## config.mk

```make
export PLATFORM = sky130hd
export DESIGN_NAME = stable_duplicate_filter_top
export DESIGN_NICKNAME = d
export VERILOG_FILES = /design/src/rtl/sdf_pkg.sv /design/src/rtl/sdf_cell.sv /design/src/rtl/stable_duplicate_filter_top.sv
export SDC_FILE = /design/constraint.sdc
export NUM_CORES = 2
export LEC_CHECK = 0
export BUFFER_PORTS_ARGS = -buffer_cell sky130_fd_sc_hd__buf_2
export CORE_ASPECT_RATIO = 1.5
export CORE_MARGIN = 10
export CORE_UTILIZATION = 55
export DETAILED_ROUTE_END_ITERATION = 16
export HOLD_SLACK_MARGIN = 0.15
export PLACE_DENSITY_LB_ADDON = 0.08
export SYNTH_ARGS = -nofsm -noshare
export SYNTH_HDL_FRONTEND = slang
export SYNTH_HIERARCHICAL = 1
export SYNTH_SLANG_ARGS = --single-unit
```

## constraint.sdc

```tcl
create_clock -name clk_i -period 58 [get_ports clk_i]
set_input_delay 11.6 -clock clk_i [delete_from_list [all_inputs] [get_ports clk_i]]
set_output_delay 11.6 -clock clk_i [all_outputs]
set_load 0.05 [all_outputs]
```

## src/rtl/sdf_pkg.sv

```systemverilog
// Shared widths and stream field layout of the duplicate filter.
package sdf_pkg;

  localparam int VALUE_W  = 32;
  localparam int COUNT_W  = 7;
  localparam int S_DATA_W = 32;
  localparam int M_DATA_W = 40;

  // Flags that travel on the result tuser, highest bit first.
  typedef struct packed {
    logic overflow;
    logic keep;
  } out_user_t;

  localparam int M_USER_W = $bits(out_user_t);

endpackage

```

## src/rtl/sdf_cell.sv

```systemverilog
// One store cell: holds a kept value, passes it down on insert, compares it to the probe.
module sdf_cell #(
  parameter int DATA_WIDTH = 32
) (
  input  logic                  clk_i,
  input  logic                  shift_i,
  input  logic [DATA_WIDTH-1:0] data_i,
  input  logic [DATA_WIDTH-1:0] probe_i,
  input  logic                  active_i,
  output logic [DATA_WIDTH-1:0] data_o,
  output logic                  hit_o
);

  logic [DATA_WIDTH-1:0] value_q;
  logic [DATA_WIDTH-1:0] value_d;

  assign value_d = shift_i ? data_i : value_q;

  always_ff @(posedge clk_i) begin
    value_q <= value_d;
  end

  assign data_o = value_q;
  assign hit_o  = active_i && (value_q == probe_i);

endmodule

```

## src/rtl/stable_duplicate_filter_top.sv

```systemverilog
// Order-preserving duplicate filter: top level with the row of store cells.
//
// Input stream s_axis: one set element per request in tdata, tlast marks the
// final element of the set. Output stream m_axis: one result per element with
// the element and the running distinct count in tdata, keep and overflow
// flags in tuser, and tlast copied from the input.
// An accepted element sits in a hold register while every cell
// of the store row compares it against its kept value; the OR of the cell
// hits decides keep, and a new value is shifted into the head of the row.
// The hold register feeds the result register, which takes the result only
// when it is free or its result is being taken.
// A new element is not accepted while one sits in the hold register, so the
// filter is through with each element before it takes another.
// When the row already holds CAPACITY values a new value is flagged as
// overflow and not stored. After the last element of a set the count returns
// to zero, which empties the row without touching the cells.
// Reset empties the store and drops any pending result. While the receiver
// stalls, the result register holds; one more element may be accepted and
// waits in the hold register until the result register frees up.
module stable_duplicate_filter_top #(
  parameter int CAPACITY   = 64,
  parameter int DATA_WIDTH = 32
) (
  input  logic                            clk_i,
  input  logic                            rst_ni,
  input  logic                            s_axis_tvalid_i,
  output logic                            s_axis_tready_o,
  // [31:0] value
  input  logic [sdf_pkg::S_DATA_W-1:0]    s_axis_tdata_i,
  input  logic                            s_axis_tlast_i,
  output logic                            m_axis_tvalid_o,
  input  logic                            m_axis_tready_i,
  // [31:0] value_out, [38:32] distinct_count, [39] zero
  output logic [sdf_pkg::M_DATA_W-1:0]    m_axis_tdata_o,
  // [0] keep, [1] overflow
  output logic [sdf_pkg::M_USER_W-1:0]    m_axis_tuser_o,
  output logic                            m_axis_tlast_o
);

  import sdf_pkg::*;

  localparam int CW = $clog2(CAPACITY + 1);

  logic               busy_q;
  logic [VALUE_W-1:0] item_value_q;
  logic               item_last_q;
  logic [CW-1:0]      count_q;
  logic [CW-1:0]      count_d;
  logic [CW-1:0]      count_next;

  logic               out_valid_q;
  logic [VALUE_W-1:0] out_value_q;
  logic [COUNT_W-1:0] out_count_q;
  out_user_t          out_user_q;
  out_user_t          out_user_d;
  logic               out_last_q;

  logic                  accept;
  logic                  finish;
  logic                  hit;
  logic                  full;
  logic                  insert;
  logic [DATA_WIDTH-1:0] probe;
  logic [CAPACITY-1:0]   hits;
  logic [CAPACITY-1:0]   active;
  logic [DATA_WIDTH-1:0] chain [CAPACITY+1];

  assign s_axis_tready_o = !busy_q;
  assign accept = s_axis_tvalid_i && !busy_q;
  assign finish = busy_q && (!out_valid_q || m_axis_tready_i);

  assign probe  = DATA_WIDTH'(item_value_q);
  assign hit    = |hits;
  assign full   = (count_q == CW'(CAPACITY));
  assign insert = finish && !hit && !full;

  // Head of the row takes the new value; each cell hands its value down.
  assign chain[0] = probe;

  for (genvar i = 0; i < CAPACITY; i++) begin : g_cell
    assign active[i] = (count_q > CW'(i));

    sdf_cell #(
      .DATA_WIDTH (DATA_WIDTH)
    ) u_cell (
      .clk_i    (clk_i),
      .shift_i  (insert),
      .data_i   (chain[i]),
      .probe_i  (probe),
      .active_i (active[i]),
      .data_o   (chain[i+1]),
      .hit_o    (hits[i])
    );
  end

  assign count_next = insert ? count_q + CW'(1) : count_q;

  always_comb begin
    count_d = count_q;
    if (finish) begin
      count_d = item_last_q ? '0 : count_next;
    end
  end

  assign out_user_d.keep     = !hit;
  assign out_user_d.overflow = !hit && full;

  always_ff @(posedge clk_i or negedge rst_ni) begin
    if (!rst_ni) begin
      busy_q      <= 1'b0;
      count_q     <= '0;
      out_valid_q <= 1'b0;
    end else begin
      if (accept) begin
        busy_q <= 1'b1;
      end else if (finish) begin
        busy_q <= 1'b0;
      end
      count_q <= count_d;
      if (finish) begin
        out_valid_q <= 1'b1;
      end else if (m_axis_tready_i) begin
        out_valid_q <= 1'b0;
      end
    end
  end

  always_ff @(posedge clk_i) begin
    if (accept) begin
      item_value_q <= s_axis_tdata_i[VALUE_W-1:0];
      item_last_q  <= s_axis_tlast_i;
    end
    if (finish) begin
      out_value_q <= item_value_q;
      out_count_q <= COUNT_W'(count_next);
      out_user_q  <= out_user_d;
      out_last_q  <= item_last_q;
    end
  end

  assign m_axis_tvalid_o = out_valid_q;
  assign m_axis_tdata_o  = {{(M_DATA_W - VALUE_W - COUNT_W){1'b0}}, out_count_q, out_value_q};
  assign m_axis_tuser_o  = out_user_q;
  assign m_axis_tlast_o  = out_last_q;

endmodule

```

==> metrics.cfg <==
[synth]
avgSynthCellArea_sq_um = 17.0
synth_ff_type = edfxtp_1
ys_types = 46
synthTopCellsByArea = edfxtp_1 (72%), xor2_1 (20%), nor4_1 (3.3%)
synth_most_common_cell = edfxtp_1
yosys.area.top_type = edfxtp_1
ys_top_cells_by_count = edfxtp_1 (2,123), xor2_1 (1,984), nor4_1 (464)
yosys_warnings = 6
syn_nets = 5216
async_reset_ff_share_pct = 0.422
yosysSeqAreaShare_pct = 72.7
synthCells = 5175
yosysTopAreaCellShare_pct = 72.4
netlist_area_sq_mm = 0.0880
synth_seq_cells = 2132
synth-edff-count = 2123

[drt]
wl_per_cell_um = 25.5
drt_pre_antenna_iters = 6
vias = 44198
drt-vias-per-instance = 5.69
drt-initial-drc-count = 3946
drc = 0
postRouteAntennaNets = 0
wl_mm = 198

[floorplanning]
die_h_um = 510
die_area_sq_mm = 0.177
core-area_sq_mm = 0.159
io_pins = 82
rows = 179
fp.dieW_um = 347
start_util_pct = 55.4

[grt]
gr-total-overflow = 0
grt_pass1_wl_mm = 294
antenna_found_initial = 6
track_usage_pct = 22.2
grt_max_degree = 241
grt_pass1_vias = 45805

[clocking]
ctsHoldBuffers = 0
cts_resized = 0
cts_tree = built
clk_latency_ps = 850
numCtsBuffers = 195
cts.sinks = 2132
clk_pin_slew_worst_paths_ps = 70
htree_levels = 4
ctsRootBufferMaster = clkbuf_16
clock_path_buffers = 3
cts_setup_buffers = 0

[worst_setup_path]
worstPathCellList = buf_2, nand2b_1, nand2_1, inv_2, nand3_4, inv_16, buf_4, buf_4, buf_4, buf_4
crit_path_max_fanout = 240
slowest_delay_ps = 910
arrival_ps = 16920
end_kind = register
cp_slowest_cell = buf_4
start_kind = input port
crit_top_cell = buf_4
required_ps = 58450
worstSetupPathType = input port to register

[timing]
fmaxAchievable_ghz = 0.0607
min_period_over_period_pct = 28.4
min_period_ps = 16470
setup_viol = 0
setup_tns_ps = 0
tightestPinTransition_ps = 1180
rsz0062_at_grt = no
maxSlewHeadroom_pct = 21.1
finalMaxSlewViolations = 0
clock_skew_ps = 34.5
hold_viol = 0

[job]
maxCapViolCount = 0

[place]
gp_congestion = 0.856
port_buffers = 80
hpwl_mm = 131

[pwr]
irDropWorstVdd_uv = 56.5
leakagePower_uw = 0.0312
power_density_mw_per_mm2 = 53.1

[hold_path]
min_path_type = register to register

[final_layout]
fin_util_pct = 61.6
drive_above_1_share_pct = 9.20
fillers = 11713
fin_nets = 5562
areaGrowthSynthToFinish_pct = 11.2

[status]
status = finished, final reports clean

critical path, delay by kind of cell:
family	cells	cell delay, ps
buffers and inverters	7	4280
and+or+nand+nor	3	500
final cells by class:
| cell class | count | area [sq um] | share of cell area (%) |
|---|---|---|---|
| flip-flops and latches | 2132 | 64000 | 65.4 |
| multi-input cells | 3016 | 23900 | 24.4 |
| clock buffers | 244 | 5230 | 5.35 |
| well taps | 2081 | 2600 | 2.66 |
| repair buffers | 165 | 1110 | 1.14 |
| clock inverters | 118 | 946 | 0.967 |
| inverters | 11 | 70.1 | 0.0716 |
| diodes | 5 | 12.5 | 0.0128 |
registers in the layout, indices dropped and copies added, names as in the netlist:
signal and cells:
m_axis_tvalid_o 1, count_q 7, busy_q 1, item_last_q 1
out_count_q 7, out_value_q 32, item_value_q 32, m_axis_tuser_o 2
m_axis_tlast_o 1, g_cell.u_cell/data_o 2048
metal layers:
layer / GRT usage (%) / wire length, um / up-vias
met4: 8.96 / 7800 / 0
met3: 3.08 / 8940 / 359
met1: 26.8 / 76800 / 22737
met2: 40.0 / 104000 / 1081
li1: - / - / 20021
met5: 0 / 0 / -
metrics by stage:
step,cells,worst slack [ps],total power (uW),hold slack [ps],cell area [sq um]
after floorplan,5175,30400,3930,447,88000
final,7772,41530,5190,456,97800
after CTS,7767,41770,5240,454,97800
after global placement,7405,41000,3930,448,91700
after global routing,7768,41290,5440,469,97800
after detailed placement,7405,40830,3970,441,91700
power breakdown:
group,internal (uW),total [uW],switching (uW)
registers,2510,2860,351
clock network,694,1260,568
logic,319,1070,752
cells by family after synthesis:
kind of cell	synth area share (%)
DFF	72.7
muxes	0.0739
and+or+nand+nor	6.14
adders and majority gates	0.0569
buffers and inverters	0.168
xor gates and xnor gates	20.4
AOI/OAI and AO/OA	0.429
other	0.00426
layout by cell type, fill, tap and decap left out, types with 45 or more instances in the layout:
master / count
clkbuf_16: 201
nor3_2: 65
xor2_1: 1984
clkinv_2: 45
nand3_1: 138
nand4_1: 70
edfxtp_1: 2123
xnor2_1: 70
buf_2: 80
nor4_1: 464
nor3_1: 69
buf_4: 79
final timing paths:
check / startpoint / end / slack [ps] / depth (start not counted)
max: m_axis_tready_i / g_cell[4].u_cell/data_o[26] / 41530 / 10
min: g_cell[51].u_cell/data_o[18] / g_cell[52].u_cell/data_o[18] / 460 / 0
max reg2reg: count_q[5] / g_cell[4].u_cell/data_o[26] / 48040 / 17
min reg2reg: g_cell[51].u_cell/data_o[18] / g_cell[52].u_cell/data_o[18] / 460 / 0
max in group asynchronous: rst_ni / count_q[2] / 47200 / 1
min in group asynchronous: rst_ni / count_q[3] / 10600 / 1
(Power assumes the default switching activity.)
